==> src/awp_pkg.sv <==
// ----------------------------------------------------------------------------
// awp_pkg: shared types and constants
// Types and codes shared by the widest-path controller, datapath and top.
// ----------------------------------------------------------------------------
package awp_pkg;

  localparam int VERT_W  = 6;
  localparam int WIDTH_W = 30;

  typedef logic [WIDTH_W-1:0] width_t;
  typedef logic [VERT_W-1:0]  vert_t;

  localparam logic [1:0] OP_CLEAR = 2'd0;
  localparam logic [1:0] OP_ADD   = 2'd1;
  localparam logic [1:0] OP_QUERY = 2'd2;

  localparam logic [1:0] MODE_NONE   = 2'd0;
  localparam logic [1:0] MODE_CLEAR  = 2'd1;
  localparam logic [1:0] MODE_COPY   = 2'd2;
  localparam logic [1:0] MODE_UPDATE = 2'd3;

  localparam width_t SAME_VERTEX = 30'h3FFFFFFF;
  localparam width_t MAX_WEIGHT  = 30'h3FFFFFFE;

  typedef struct packed {
    logic       load;
    logic [1:0] mode;
    logic       query;
  } cmd_t;

  typedef struct packed {
    logic edge_ok;
    logic sweep_done;
    logic pipe_busy;
    logic out_valid;
  } sts_t;

endpackage

==> src/awp_ctrl.sv <==
// ----------------------------------------------------------------------------
// awp_ctrl: widest-path sequencer
// Accepts requests, steps the datapath through clear, copy and update, and issues queries.
// ----------------------------------------------------------------------------
module awp_ctrl (
  input  logic          clk,
  input  logic          rst,
  input  logic          in_valid,
  input  logic [1:0]    op,
  input  awp_pkg::sts_t sts,
  output logic          in_ready,
  output awp_pkg::cmd_t cmd
);
  import awp_pkg::*;

  localparam logic [2:0] S_IDLE   = 3'd0;
  localparam logic [2:0] S_CLEAR  = 3'd1;
  localparam logic [2:0] S_COPY   = 3'd2;
  localparam logic [2:0] S_UPDATE = 3'd3;
  localparam logic [2:0] S_DRAIN  = 3'd4;
  localparam logic [2:0] S_QUERY  = 3'd5;

  logic [2:0] state, state_next;

  always_ff @(posedge clk) begin
    if (rst) begin
      state <= S_CLEAR;
    end else begin
      state <= state_next;
    end
  end

  assign in_ready = (state == S_IDLE);

  always_comb begin
    state_next = state;
    cmd        = '0;
    case (state)
      S_IDLE: begin
        if (in_valid) begin
          cmd.load = 1'b1;
          case (op)
            OP_CLEAR: state_next = S_CLEAR;
            OP_ADD: begin
              if (sts.edge_ok) state_next = S_COPY;
            end
            OP_QUERY: state_next = S_QUERY;
            default: ;
          endcase
        end
      end
      S_CLEAR: begin
        cmd.mode = MODE_CLEAR;
        if (sts.sweep_done) state_next = S_IDLE;
      end
      S_COPY: begin
        cmd.mode = MODE_COPY;
        if (sts.sweep_done) state_next = S_UPDATE;
      end
      S_UPDATE: begin
        cmd.mode = MODE_UPDATE;
        if (sts.sweep_done) state_next = S_DRAIN;
      end
      S_DRAIN: begin
        if (!sts.pipe_busy) state_next = S_IDLE;
      end
      S_QUERY: begin
        if (!sts.out_valid) begin
          cmd.query  = 1'b1;
          state_next = S_IDLE;
        end
      end
      default: state_next = S_IDLE;
    endcase
  end

endmodule

==> config.mk <==
export PLATFORM = sky130hd
export DESIGN_NAME = awp_ctrl
export DESIGN_NICKNAME = d
export VERILOG_FILES = /design/src/awp_pkg.sv /design/src/awp_ctrl.sv
export SDC_FILE = /design/constraint.sdc
export NUM_CORES = 1
export LEC_CHECK = 0
export BUFFER_PORTS_ARGS = -buffer_cell sky130_fd_sc_hd__buf_2
export CAP_MARGIN = 5
export CORE_AREA = 2 2 39 41
export DETAILED_ROUTE_END_ITERATION = 8
export DIE_AREA = 0 0 41 43
export PLACE_DENSITY = 0.52
export SLEW_MARGIN = 30
export SYNTH_ARGS = -nofsm -noshare
export SYNTH_HDL_FRONTEND = slang
export SYNTH_SLANG_ARGS = --single-unit
==> constraint.sdc <==
create_clock -name clk -period 1.53 [get_ports clk]
set_input_delay 0 -clock clk [delete_from_list [all_inputs] [get_ports clk]]
set_output_delay 0 -clock clk [all_outputs]
set_load 0.01 [all_outputs]
[Yosys cells after proc, flatten, opt, wreduce, memory -nomap -nowiden]
Index checks and enable logic that the tools add are counted.
Storage, ports and cells
  input port bits: 9
  register bits: 3
Operators by class
  muxes and demuxes: 14
  reductions and logical operators: 3
  eq/ne operators: 15
Operators with widths (number)
  2-to-1 mux 3 bit: 7
  case mux 3 bit (6 select lines): 1
  inequality test 2 bit, second input constant: 6
  case mux 3 bit (3 select lines): 1
  AND reduction 8 bit: 1
  equality test 3 x 2 -> 1 bit, second input constant: 2
  equality test 3 bit, second input constant: 2
  case mux 2 bit (3 select lines): 1
  2-to-1 mux 1 bit: 4
  inequality test 4 x 1 -> 1 bit, second input constant: 1
  equality test 3 x 1 -> 1 bit, second input constant: 1
  logical NOT 3 bit: 1
  inequality test 3 bit, second input constant: 1
  equality test 2 x 1 -> 1 bit, second input constant: 1
  equality test 2 bit, second input constant: 1
  logical NOT 2 bit: 1

[Longest topological paths before layout]
  word-level depth: 4
  mapped depth: 5
  depth with buffers taken out: 4

[Worst setup path after synthesis]
Ideal clock, no wire load.
  path kind: flip-flop to flip-flop
  start point: reg state[0]
  end point: reg state[1]
  data arrival time: 1172 ps
  stages on the path, launching flop included: 6
  slack: 291 ps
  path buffers: 1
  period minus slack after synthesis: 1239 ps
  required time: 1463 ps
  cell sequence: dfxtp_1 > buf_6 > nor2_1 > o32a_1 > or3_1 > o21ai_2
Between the ends
  word-level cells in the longest chain between the ends: 3
Ends and longest elaborated chain
  start, declared: line awp_ctrl.sv:23  | logic [2:0] state, state_next;
  start signal, assigned: line awp_ctrl.sv:29  | state <= state_next;
  logical NOT 3 bit (tied with other cells): line awp_ctrl.sv:38  | case (state)
  inequality test 4 x 1 -> 1 bit (no line) (tied with other cells)
  AND reduction 8 bit (no line)
Several ways; a longest one is shown, not always the timed one.
A chain may end at the register's enable or synchronous reset.

[Final worst setup path]
  start point: reg state[0]
  end point: reg state[2]
The elaborated chain is that of the path after synthesis.

==> impl_results.rst <==
.. list-table::
   :header-rows: 1

   * - Metric
     - Value
   * - Row count
     - 14
   * - Sequential fraction of the synthesis area
     - 0.2297
   * - Final hold violation count
     - 0
   * - Post-synth net total
     - 40
   * - Endpoint of the worst-slack reg-to-reg timing path
     - state[2]
   * - Most frequent standard cell in the layout excluding fill and tap cells
     - sky130_fd_sc_hd__buf_2
   * - Cells resized by post-CTS repair
     - 0
   * - Syn Std Cell Area
     - 261.5 µm²
   * - Worst skew pair latency
     - 0.24 ns
   * - Overall fraction of global-route tracks in use
     - 0.08317
   * - Crit Path Max Fanout
     - 5
   * - Placer congestion estimate
     - 0.8162
   * - Die outline width
     - 41 µm
   * - Drt pass-1 iters
     - 2
   * - Cell count after synthesis
     - 31
   * - Num Clock Sinks
     - 3
   * - Cell Count Post-Placement
     - 59
   * - Post-CTS setup-driven buffer insertion count
     - 0
   * - Startpoint of the worst register-to-register path
     - state[0]
   * - Worst hold path class
     - in -> reg
   * - Per-cell routed wire length
     - 9.508 µm
   * - Crit path time final
     - around 1.3 ns
   * - Clock input transition at the sequential cells of the worst setup and hold paths
     - 0.04 ns
   * - Type of the worst setup path
     - reg -> reg
   * - Worst Path Required
     - ~1.7 ns
   * - Number of storage elements in the synthesis netlist
     - 3
   * - Overflow left after global routing
     - 0
   * - Flip-flop count of the largest register after layout
     - 3
   * - Io pins
     - 14
   * - Slew Viols, Final
     - 0
   * - Layout-stage area growth over the synthesis result
     - 39.23%
   * - Data arrival time of the worst path
     - 1.48 ns
   * - Worst-case register-to-register setup slack
     - 0.19 ns
   * - Reg2reg path depth
     - 4
   * - Global-route wire length before repair
     - 862 µm
   * - Number of warning messages in the yosys log
     - 0
   * - Residual antenna-violating net count after detailed routing
     - 0
   * - Placeable core region
     - 0.001384 mm²
   * - Fraction of final layout cells sized beyond drive strength 1
     - 0.4255
   * - Worst relative slew slack
     - 0.6563
   * - Worst slack at placement
     - roughly 0.18 ns
   * - Total clock buffers created by CTS
     - 3
   * - WHS Path Cells
     - 2
   * - Peak VDD IR
     - between 0.3 and 0.4 mV
   * - Die footprint
     - 0.001763 mm²
   * - Total number of vias
     - 290
   * - Post-detailed-placement half-perimeter wirelength
     - 470.4 µm
   * - Post-detailed-routing wire length
     - between 500 and 600 µm
   * - Maximum achievable frequency
     - about 750 MHz
   * - Commonest non-fill, non-tap cells in the layout
     - sky130_fd_sc_hd__buf_2 (13), sky130_fd_sc_hd__nor2_1 (4), sky130_fd_sc_hd__clkbuf_4 (3), sky130_fd_sc_hd__dfxtp_1 (3)
   * - Post-route worst hold slack
     - 0.02886 ns
   * - Critical path endpoint category
     - flip-flop
   * - Count of unresolved DRC violations after routing
     - 0
   * - Cell at the root of the clock tree
     - sky130_fd_sc_hd__clkbuf_4
   * - Setup repair after global routing missed its margin
     - no
   * - Number of hold-repair buffers added at the cts stage
     - 0
   * - Final Instance Area
     - 364.1 µm²
   * - Dpl cell area
     - 337.8 µm²
   * - Status
     - complete, no violations
   * - Synthesized area divided by synthesized cell count
     - 8.436 µm²
   * - Total of max-cap violations
     - 0
   * - Clock H-tree levels
     - 1
   * - Crit path launch type
     - flip-flop
   * - Chip Height
     - 43 µm
   * - Maximum number of pins on one net before global-route repair
     - 10
   * - TritonCTS clock tree
     - done
   * - Total leakage power
     - 0.1641 nW
   * - Largest clock skew in the final design
     - 0.006695 ns
   * - Largest registers
     - state x3
   * - Initial antenna violation count
     - 0
   * - Register with the most flip-flops
     - state
   * - Endpoint of the worst hold-timing path
     - state[2]
   * - Worst min-delay path startpoint
     - rst
   * - Number of failing setup endpoints in the final timing report
     - 0
   * - Power density over cell area
     - 1231 mW/mm²
   * - Inserted Diodes
     - 0
   * - Via count of the first global-routing pass
     - 238
   * - Tcrit/Tclk final
     - 0.8732
   * - Via-to-Cell Ratio
     - approximately 4.6
   * - Final worst setup slack
     - 0.1940 ns
   * - Initial core utilization
     - 0.1890
   * - Maximum count of clock buffers along a single path
     - 2
   * - Total negative setup slack
     - 0 ns
   * - Tightest Pin Transition
     - 0.5100 ns
   * - Final std cells w/o fill
     - 63
   * - DRC marker count from the first detailed-route iteration
     - 1
   * - IO Port Bufs
     - 13
   * - Distinct cell type count after synthesis
     - 20
   * - Final nets
     - 57
## how the worst max path moves through the flow
stage	slack, ns	cells after the start	to	from
2_1_floorplan	0.29	5	state[1]	state[0]
3_3_place_gp	0.19	4	state[2]	state[0]
3_5_place_dp	0.18	4	state[2]	state[0]
4_1_cts	0.18	4	state[2]	state[0]
5_1_grt	0.12	4	state[2]	state[0]
6_report	0.19	4	state[2]	state[0]
## area by class of cell
cell class / count / area (µm²)
clock buffer: 4 / 26.28
multi-input combinational: 25 / 181.4
inverter: 1 / 3.754
sequential: 3 / 60.06
timing repair buffer: 14 / 72.57
fill: 160 / 1020
tap: 16 / 20.02
## critical path, cell delays in order, from the launching register on
cell                      delay, ns
sky130_fd_sc_hd__dfxtp_1       0.39
sky130_fd_sc_hd__mux2i_1       0.25
sky130_fd_sc_hd__o32a_1        0.21
sky130_fd_sc_hd__o41ai_2       0.12
sky130_fd_sc_hd__o41ai_2       0.28
## logic make-up after synthesis
kind of cell	after synthesis	share of synthesized area
buffers and inverters	3	0.07652
multiplexers	2	0.07656
AND/OR/NAND/NOR	15	0.3254
flip-flops	3	0.2297
AO/OA/AOI/OAI	8	0.2919
## cells in the mapped netlist
cell type | n | area (µm²)
sky130_fd_sc_hd__o32a_1 | 1 | 10.01
sky130_fd_sc_hd__dfxtp_1 | 3 | 60.06
sky130_fd_sc_hd__buf_2 | 1 | 5.000
sky130_fd_sc_hd__nor3_1 | 2 | 10.01
sky130_fd_sc_hd__nor2b_1 | 2 | 12.51
sky130_fd_sc_hd__or3_1 | 2 | 12.51
sky130_fd_sc_hd__mux2i_1 | 2 | 20.02
sky130_fd_sc_hd__a21oi_1 | 1 | 5.000
sky130_fd_sc_hd__and2_1 | 1 | 6.260
sky130_fd_sc_hd__nor4b_1 | 1 | 8.760
sky130_fd_sc_hd__o21ai_0 | 1 | 5.000
sky130_fd_sc_hd__buf_6 | 1 | 11.26
sky130_fd_sc_hd__a21boi_0 | 1 | 7.510
sky130_fd_sc_hd__nor3b_1 | 1 | 7.510
sky130_fd_sc_hd__o41ai_2 | 2 | 32.53
sky130_fd_sc_hd__a211oi_1 | 1 | 7.510
sky130_fd_sc_hd__inv_1 | 1 | 3.750
sky130_fd_sc_hd__o21ai_2 | 1 | 8.760
sky130_fd_sc_hd__nor2_1 | 4 | 15.01
sky130_fd_sc_hd__nand2b_1 | 2 | 12.51
## power by group
part / total (mW) / internal, mW / leakage, nW / switching (mW)
clock: 0.144 / 0.0981 / 0.0150 / 0.0463
sequential: 0.115 / 0.0926 / 0.0245 / 0.0225
combinational: 0.189 / 0.0956 / 0.125 / 0.0933
## per-stage QoR
step           utilization  power (mW)
2_1_floorplan            -      0.2590
3_5_place_dp        0.2441      0.3077
5_1_grt             0.2631      0.4792
4_1_cts             0.2631      0.4572
3_3_place_gp        0.2441      0.3099
6_report            0.2631      0.4483
## per-layer routing
layer | wire [µm] | track usage
met2 | 231 | 0.07813
met3 | 47 | 0.02094
met4 | 38 | 0.1533
met5 | 0 | 0
met1 | 282 | 0.09904
No activity file was read; power rests on OpenSTA's default activity.
